`config.mk`:
```
export PLATFORM = sky130hd
export DESIGN_NAME = pixel_format_converter
export DESIGN_NICKNAME = d
export VERILOG_FILES = /design/src/hdl/pfc_pkg.sv /design/src/hdl/pfc_lane.sv /design/src/hdl/pfc_merge.sv /design/src/hdl/pixel_format_converter.sv
export SDC_FILE = /design/constraint.sdc
export NUM_CORES = 1
export LEC_CHECK = 0
export ABC_AREA = 1
export BUFFER_PORTS_ARGS = -buffer_cell sky130_fd_sc_hd__buf_2
export CAP_MARGIN = 10
export CORE_MARGIN = 4
export CORE_UTILIZATION = 46
export CTS_BUF_LIST = sky130_fd_sc_hd__clkbuf_8
export DETAILED_ROUTE_END_ITERATION = 12
export GPL_ROUTABILITY_DRIVEN = 0
export HOLD_SLACK_MARGIN = 0.05
export MAX_ROUTING_LAYER = met4
export PLACE_DENSITY_LB_ADDON = 0.1
export SLEW_MARGIN = 10
export SYNTH_ARGS = -nofsm -noshare
export SYNTH_HDL_FRONTEND = slang
export SYNTH_SLANG_ARGS = --single-unit
```
`constraint.sdc`:
```
create_clock -name i_clk -period 5.9 [get_ports i_clk]
set_clock_uncertainty 0.15 [all_clocks]
set_input_delay 0.885 -clock i_clk [delete_from_list [all_inputs] [get_ports i_clk]]
set_output_delay 0.885 -clock i_clk [all_outputs]
set_load 0.05 [all_outputs]
```
`src/hdl/pfc_pkg.sv`:
```
`default_nettype none

package pfc_pkg;

    // Source formats.
    localparam logic [1:0] FMT_RGB565 = 2'd0;
    localparam logic [1:0] FMT_RGB555 = 2'd1;
    localparam logic [1:0] FMT_RGB32  = 2'd2;
    localparam logic [1:0] FMT_YUY2   = 2'd3;

    // Destination depths.
    localparam logic [1:0] DEP_16       = 2'd0;
    localparam logic [1:0] DEP_24       = 2'd1;
    localparam logic [1:0] DEP_32       = 2'd2;
    localparam logic [1:0] DEP_RESERVED = 2'd3;

    // Register indexes.
    localparam logic [1:0] REG_SOURCE_FORMAT = 2'd0;
    localparam logic [1:0] REG_TARGET_DEPTH  = 2'd1;

    // Q12 coefficients.
    localparam int CoefVB = 4669;
    localparam int CoefUG = 1618;
    localparam int CoefVG = 2380;
    localparam int CoefUR = 8323;

    localparam int SumW = 23;

    // Chroma products, shared by both lanes.
    typedef struct packed {
        logic signed [SumW-1:0] vb;
        logic signed [SumW-1:0] ug;
        logic signed [SumW-1:0] vg;
        logic signed [SumW-1:0] ur;
    } t_chroma;

    typedef struct packed {
        logic [7:0] cb;
        logic [7:0] cg;
        logic [7:0] cr;
    } t_rgb;

    typedef struct packed {
        logic        unsupported;
        logic [1:0]  pixel_count;
        logic [31:0] second_pixel;
        logic [31:0] first_pixel;
    } t_result;

endpackage

`default_nettype wire

```
`src/hdl/pfc_lane.sv`:
```
`default_nettype none

module pfc_lane
    import pfc_pkg::*;
(
    input  wire logic signed [8:0] i_y,
    input  wire t_chroma           i_chroma,
    output t_rgb                   o_rgb
);

    logic signed [SumW-1:0] y_q12;
    logic signed [SumW-1:0] s_b;
    logic signed [SumW-1:0] s_g;
    logic signed [SumW-1:0] s_r;

    function automatic logic [7:0] sat_q12(input logic signed [SumW-1:0] s);
        logic [7:0] v;
        if (s <= 0) begin
            v = 8'd0;
        end else if (|s[SumW-2:20]) begin
            v = 8'hFF;
        end else begin
            v = s[19:12];
        end
        return v;
    endfunction

    assign y_q12 = {{(SumW-21){i_y[8]}}, i_y, 12'd0};
    assign s_b   = y_q12 + i_chroma.vb;
    assign s_g   = y_q12 - i_chroma.ug - i_chroma.vg;
    assign s_r   = y_q12 + i_chroma.ur;

    assign o_rgb.cb = sat_q12(s_b);
    assign o_rgb.cg = sat_q12(s_g);
    assign o_rgb.cr = sat_q12(s_r);

endmodule

`default_nettype wire

```
`src/hdl/pfc_merge.sv`:
```
`default_nettype none

module pfc_merge
    import pfc_pkg::*;
(
    input  wire logic [1:0]  i_fmt,
    input  wire logic [1:0]  i_dep,
    input  wire logic [31:0] i_word,
    input  wire t_rgb        i_lane0,
    input  wire t_rgb        i_lane1,
    output t_result          o_result
);

    function automatic logic [31:0] pack_rgb(input t_rgb c, input logic [1:0] dep);
        logic [31:0] p;
        if (dep == DEP_16) begin
            p = {16'd0, c.cb[7:3], c.cg[7:2], c.cr[7:3]};
        end else begin
            p = {8'd0, c.cb, c.cg, c.cr};
        end
        return p;
    endfunction

    always_comb begin
        o_result = '0;
        case (i_fmt)
            FMT_YUY2: begin
                if (i_dep == DEP_RESERVED) begin
                    o_result.unsupported = 1'b1;
                end else begin
                    o_result.first_pixel  = pack_rgb(i_lane0, i_dep);
                    o_result.second_pixel = pack_rgb(i_lane1, i_dep);
                    o_result.pixel_count  = 2'd2;
                end
            end
            FMT_RGB32: begin
                if (i_dep == DEP_32) begin
                    o_result.first_pixel = i_word;
                    o_result.pixel_count = 2'd1;
                end else begin
                    o_result.unsupported = 1'b1;
                end
            end
            default: begin
                if (i_dep == DEP_16) begin
                    o_result.first_pixel = {16'd0, i_word[15:0]};
                    o_result.pixel_count = 2'd1;
                end else if (i_dep == DEP_32) begin
                    if (i_fmt == FMT_RGB565) begin
                        o_result.first_pixel = {8'd0, i_word[15:11], 3'd0,
                                                i_word[10:5], 2'd0, i_word[4:0], 3'd0};
                    end else begin
                        o_result.first_pixel = {8'd0, i_word[14:10], 3'd0,
                                                i_word[9:5], 3'd0, i_word[4:0], 3'd0};
                    end
                    o_result.pixel_count = 2'd1;
                end else begin
                    o_result.unsupported = 1'b1;
                end
            end
        endcase
    end

endmodule

`default_nettype wire

```
`src/hdl/pixel_format_converter.sv`:
```
`default_nettype none

// Channel   Dir  Handshake                        Payload
// s_axis    in   i_s_axis_tvalid/o_s_axis_tready  tdata: source_word
// m_axis    out  o_m_axis_tvalid/i_m_axis_tready  tdata: first, second, count; tuser: unsupported
// cfg       in   i_cfg_we (no handshake back)     i_cfg_addr, i_cfg_data
//
// One word per clock sustained while the output is not stalled.
// The first stage registers the four chroma products; the second forms the
// two lane sums, clips them and packs the result into the output register.
// Each stage advances when the stage after it is empty or moving, so input
// is still taken while a finished result waits, as long as the first stage is
// empty. Reset is synchronous and empties both stages and restores the register defaults.
module pixel_format_converter
    import pfc_pkg::*;
(
    input  wire logic        i_clk,
    input  wire logic        i_rst_n,
    input  wire logic        i_s_axis_tvalid,
    output logic             o_s_axis_tready,
    input  wire logic [31:0] i_s_axis_tdata,   // [31:0] source_word
    output logic             o_m_axis_tvalid,
    input  wire logic        i_m_axis_tready,
    output logic [71:0]      o_m_axis_tdata,   // [31:0] first_pixel, [63:32] second_pixel,
                                               // [65:64] pixel_count, [71:66] zero
    output logic             o_m_axis_tuser,   // [0] unsupported
    input  wire logic        i_cfg_we,
    input  wire logic [1:0]  i_cfg_addr,
    input  wire logic [1:0]  i_cfg_data
);

    logic [1:0]  r_fmt;
    logic [1:0]  r_dep;

    logic              r_v1;
    logic [31:0]       r_word;
    logic signed [8:0] r_y0;
    logic signed [8:0] r_y1;
    t_chroma           r_chroma;

    logic        r_vo;
    t_result     r_result;

    logic        out_ready;
    logic        s1_ready;
    logic        in_xfer;
    logic signed [8:0] u;
    logic signed [8:0] v;
    t_chroma     n_chroma;
    t_rgb        lane0;
    t_rgb        lane1;
    t_result     n_result;

    assign out_ready       = !r_vo || i_m_axis_tready;
    assign s1_ready        = !r_v1 || out_ready;
    assign o_s_axis_tready = s1_ready;
    assign in_xfer         = i_s_axis_tvalid && s1_ready;

    assign u = $signed({1'b0, i_s_axis_tdata[15:8]})  - 9'sd128;
    assign v = $signed({1'b0, i_s_axis_tdata[31:24]}) - 9'sd128;

    assign n_chroma.vb = SumW'(v * $signed(SumW'(CoefVB)));
    assign n_chroma.ug = SumW'(u * $signed(SumW'(CoefUG)));
    assign n_chroma.vg = SumW'(v * $signed(SumW'(CoefVG)));
    assign n_chroma.ur = SumW'(u * $signed(SumW'(CoefUR)));

    always_ff @(posedge i_clk) begin
        if (!i_rst_n) begin
            r_fmt <= FMT_RGB565;
            r_dep <= DEP_32;
        end else if (i_cfg_we) begin
            case (i_cfg_addr)
                REG_SOURCE_FORMAT: r_fmt <= i_cfg_data;
                REG_TARGET_DEPTH:  r_dep <= i_cfg_data;
                default: ;
            endcase
        end
    end

    always_ff @(posedge i_clk) begin
        if (!i_rst_n) begin
            r_v1 <= 1'b0;
        end else if (s1_ready) begin
            r_v1 <= i_s_axis_tvalid;
        end
        if (in_xfer) begin
            r_word   <= i_s_axis_tdata;
            r_y0     <= $signed({1'b0, i_s_axis_tdata[7:0]})   - 9'sd16;
            r_y1     <= $signed({1'b0, i_s_axis_tdata[23:16]}) - 9'sd16;
            r_chroma <= n_chroma;
        end
    end

    pfc_lane u_lane0 (.i_y(r_y0), .i_chroma(r_chroma), .o_rgb(lane0));
    pfc_lane u_lane1 (.i_y(r_y1), .i_chroma(r_chroma), .o_rgb(lane1));

    pfc_merge u_merge (
        .i_fmt    (r_fmt),
        .i_dep    (r_dep),
        .i_word   (r_word),
        .i_lane0  (lane0),
        .i_lane1  (lane1),
        .o_result (n_result)
    );

    always_ff @(posedge i_clk) begin
        if (!i_rst_n) begin
            r_vo <= 1'b0;
        end else if (out_ready) begin
            r_vo <= r_v1;
        end
        if (out_ready && r_v1) begin
            r_result <= n_result;
        end
    end

    assign o_m_axis_tvalid = r_vo;
    assign o_m_axis_tdata  = {6'd0, r_result.pixel_count, r_result.second_pixel,
                              r_result.first_pixel};
    assign o_m_axis_tuser  = r_result.unsupported;

    // Input back-pressure only arises with the first stage holding an item.
    a_ready_low_means_full: assert property (@(posedge i_clk) disable iff (!i_rst_n)
        !o_s_axis_tready |-> r_v1)
        else $error("input stalled with first stage empty");

    // An unsupported combination carries no pixels.
    a_unsupported_empty: assert property (@(posedge i_clk) disable iff (!i_rst_n)
        (o_m_axis_tvalid && o_m_axis_tuser) |->
            (o_m_axis_tdata[65:64] == 2'd0 && o_m_axis_tdata[63:0] == 64'd0))
        else $error("unsupported result carries pixels");

    // The second pixel is zero unless a pair was produced.
    a_second_zero: assert property (@(posedge i_clk) disable iff (!i_rst_n)
        (o_m_axis_tvalid && o_m_axis_tdata[65:64] != 2'd2) |->
            (o_m_axis_tdata[63:32] == 32'd0))
        else $error("second pixel set without a pair");

    // A result that enters the output register comes from an occupied first stage.
    a_out_from_s1: assert property (@(posedge i_clk) disable iff (!i_rst_n)
        (!r_vo || i_m_axis_tready) && !r_v1 |=> !r_vo)
        else $error("result appeared without an item");

endmodule

`default_nettype wire
```
# --- Word-level counts from Yosys, hierarchy flattened ---
# Index checks and enable logic that the tools add are counted.
totals:
  regBits: 212
  inputBits: 41
  word_cells: 91
op_classes:
  add_sub_neg: 12
  mul: 4
  magnitude_cmp: 6
  n_eq_ne: 5
  muxes: 26
  bitwise: 1
  reduce_logical: 20
ops:
  columns: ["op", "n"]
  rows:
  - ["$le A23 B1 Y1 const B", 6]
  - ["$mux W32", 3]
  - ["$mux W8", 12]
  - ["$add A21 B23 Y23", 4]
  - ["$mux W24", 3]
  - ["$mux W66", 1]
  - ["$pmux W32 S2", 1]
  - ["$sub A21 B23 Y23", 2]
  - ["$sub A23 B23 Y23", 2]
  - ["$mul A9 B11 Y20 const B", 2]
  - ["$mul A9 B14 Y23 const B", 1]
  - ["$mul A9 B15 Y23 const B", 1]
  - ["$sub A8 B5 Y9 const B", 2]
  - ["$sub A8 B8 Y9 const B", 2]
  - ["$reduce_or A2 Y1", 7]
  - ["$eq A2 B2 Y1 const B", 4]
  - ["$logic_not A2 Y1", 3]
  - ["$pmux W3 S2", 1]
  - ["$mux W1", 4]
  - ["$reduce_and A2 Y1", 2]
  - ["$reduce_or A4 Y1", 1]
  - ["$reduce_or A3 Y1", 1]
  - ["$eq A2 B1 Y1 const B", 1]
  - ["$logic_and A1 B1 Y1", 2]
  - ["4 further kinds", 6]

# --- Longest topological paths before layout ---
depth:
  depth_word: 8
  mapped_depth: 23

# --- Modules after synthesis ---
# From an unflattened synthesis, not the netlist that was laid out.
unflattened:
  cells_unflattened: 2769
  area_unflattened_um2: 21246.6
by_module_without_submodules:
  columns: ["mod", "instances", "cells_each", "area_per_inst_um2", "seq_area_each_um2"]
  rows:
  - ["pixel_format_converter", 1, 1199, 12942.4, 5765.5]
  - ["pfc_lane at u_lane0", 1, 636, 3533.4, 0.0]
  - ["pfc_lane at u_lane1", 1, 639, 3455.8, 0.0]
  - ["pfc_merge", 1, 295, 1315.0, 0.0]

# --- Worst setup path after synthesis ---
# Ideal clock, no wire load.
synth_path:
  kind: "input to register"
  start: "in i_s_axis_tdata[27]"
  end: "reg r_chroma[88] (netlist bit), data pin"
  arrival_ns: 4.731
  required_ns: 5.490
  slack_ns: 0.760
  path_stages: 21
  n_path_buf: 0
  cell_sequence: "fa_1 > ha_1 > fa_1 > inv_1 > fa_1 > inv_1 > fa_1 > ha_1 > a21oi_1 > nand2_1 > nand2_1 > nand2_1 > a21oi_1 > o21ai_0 > nand2_1 > nand2_1 > nand2_1 > nand2_1 > nand3_1 > nand2_1 > xor2_1"
synth_lines:
  columns: ["item", "line_no", "source"]
  rows:
  - ["start: declaration", "pixel_format_converter.sv:21", "input wire logic [31:0] i_s_axis_tdata,"]
  - ["end signal: assignment", "pixel_format_converter.sv:90", "r_chroma <= n_chroma;"]
  - ["end: declaration", "pixel_format_converter.sv:39", "t_chroma r_chroma;"]

==> metrics.txt <==
CP arrival=5.25 ns; Core Util, Final=50.4%; first-pass GRT wire length=78,200 µm; fin crit share=86.9%; maximum vdd drop=242 µV; clk_lat worst skew=0.53 ns; Max Slew Vio Count=0; setup TNS=0 ns; Slew @ Worst Pin=1.05 ns; first-pass detailed-route iteration total=6; Clock Path Buffers=2; CTS clock-pin slew for the worst setup and hold paths=0.11 ns; status=complete, no violations; CP max FO=9; CP endpoint kind=flop; largest net degree at the start of global routing=60; Post-Syn Instances=2,155; CTS hold repair buffers=0; hold slack=0.388 ns; Core Box Area=0.0397 mm²; max frequency=0.195 GHz; Yosys reg bits=186; GRT overflow=0; CTS tree=built; nets=2,706; port bufs=101; WL/cell=17.4 µm; Routed Antenna Nets=0; synth top area cells=edfxtp_1, ha_1, nand2_1; synthesized area=0.0185 mm²; Power Total=7.95 mW; total track usage=23.5%; CTS buffer count=17; async set or reset register ratio after synthesis=0%; P per Cell Area=397 mW/mm²; number of global-route vias before repair=14.5k; layout cells sized above 1=9.31%; Crit Path Category=input port to flop; number of synthesized flops with an enable pin=180; P&R area growth vs syn=8.38%; Ys Warns=0; antenna violations before repair=0; cell area after layout=0.0200 mm²; Setup-failing EPs final=0; I/O Pins=116; Die Area=0.0434 mm²; Initial Util=46.5%; DP HPWL=41,300 µm; hold crit path type=flop to flop; post-synth cell types=52; drt total wl=49,000 µm; Max Cap Viol=0; crit path time final=5.13 ns; Placed Area=0.0196 mm²; Slew headroom=29.4%; cell with the most instances after synthesis=nand2_1; CTS Sinks=186; Final Hold Viols=0; DRT iter0 DRCs=979; P_leak=10.2 nW; number of setup buffers added after CTS=0; post-synthesis sequential area ratio=29.9%; die height=208 µm; Std-Cell Rows=73; nature of the critical path startpoint=input port; fill count=3,835; share of Yosys cell area claimed by the top area cell type=29.2%; CTS root buf=clkbuf_8; # DRC=0; leading area contributor after synthesis=edfxtp_1; total number of vias=14.7k; synth cell count leaders=nand2_1, inv_1, ha_1; RSZ-0062 raised after global routing=false; H-tree depth=4; Die X-Extent=208 µm; Top FF cell, synth=edfxtp_1; diodes inserted=0; CP Data Required Time=6.02 ns; Vias/cell=5.22; Resized cells post-CTS=0; syn_area_per_cell=8.58 µm²
[worst max-delay path, cell delays in order]
cell      delay [ns]
buf_2           0.21
inv_1           0.12
ha_1            0.31
inv_1           0.10
fa_1            0.43
ha_1            0.30
inv_1           0.06
fa_1            0.54
inv_1           0.04
ha_1            0.28
ha_1            0.23
fa_1            0.41
nand3_1         0.11
nand3_1         0.10
nand3_1         0.08
nand2_1         0.08
nand3_1         0.07
nand2_1         0.12
a21boi_0        0.31
o21ai_0         0.19
a31oi_1         0.20
xor2_1          0.09
[metrics by stage]
stage                     setup slack [ns]  instances
after detailed placement             0.248       2780
after CTS                            0.836       2812
final                                0.773       2812
after global placement               0.326       2780
after global routing                 0.494       2812
after floorplan                      0.760       2168
[routing by layer]
metal	share of wire, %	global-route usage [%]
met4	4.0	8.99
met5	0	-
met3	6.3	3.86
met1	46	32.3
met2	43	35.2
[worst paths after layout]
check / cells past startpoint / start / endpoint / slack, ns
setup / recovery: 22 / i_s_axis_tdata[25] / r_chroma[89]$_DFFE_PP_ / 0.77
hold / removal: 2 / r_v1$_SDFFE_PN0N_ / r_v1$_SDFFE_PN0N_ / 0.39
setup reg to reg: 20 / r_y0[8]$_DFFE_PP_ / o_m_axis_tdata[12]$_DFFE_PP_ / 2.02
hold reg to reg: 2 / r_v1$_SDFFE_PN0N_ / r_v1$_SDFFE_PN0N_ / 0.39
[state kept, by name, summed over array words and instances (netlist names)]
signal and cells:
r_chroma 79, o_m_axis_tdata 58, r_word 32, r_y0 5, r_y1 5, r_dep 2, r_fmt 2, o_m_axis_tuser 1
o_m_axis_tvalid 1, r_v1 1
[layout by cell type (no fill, tap or decap), types with 12 or more instances in the layout]
master,n
xnor2_1,32
conb_1,14
edfxtp_1,180
xor2_1,72
clkbuf_8,17
nand2_1,438
inv_2,12
a21oi_1,132
nand3_2,16
ha_1,319
inv_1,372
nor2_1,126
nand3_1,110
o21ai_0,70
nor3_1,19
buf_4,12
nand2_2,18
nand4_1,36
buf_2,101
fa_1,72
[report_power, final]
group / switching (mW) / internal, mW
Sequential: 0.140 / 1.76
Clock: 0.535 / 0.350
Combinational: 3.41 / 1.76
Total: 4.09 / 3.87
[layout make-up]
type	count	area, µm²	area share [%]
Inverter	386	1450	7.25
Clock inverter	15	159	0.793
Clock buffer	17	234	1.17
Sequential cell	186	5530	27.6
Tap cell	525	657	3.28
Multi-Input combinational cell	1570	11400	57.0
Timing Repair Buffer	113	596	2.97
[kinds of logic (layout without fill, tap and decap cells)]
logic type      Yosys count  in the layout  synth area share (%)
fa+ha+maj               391            391                  29.4
other cells               1             14                0.0203
flops                   186            186                  29.9
compound gates          261            261                  7.79
simple gates            799            799                  19.2
xor+xnor                105            105                  5.02
buf+inv                 412            531                  8.70
Note: power is estimated with default switching activity, not from simulation.
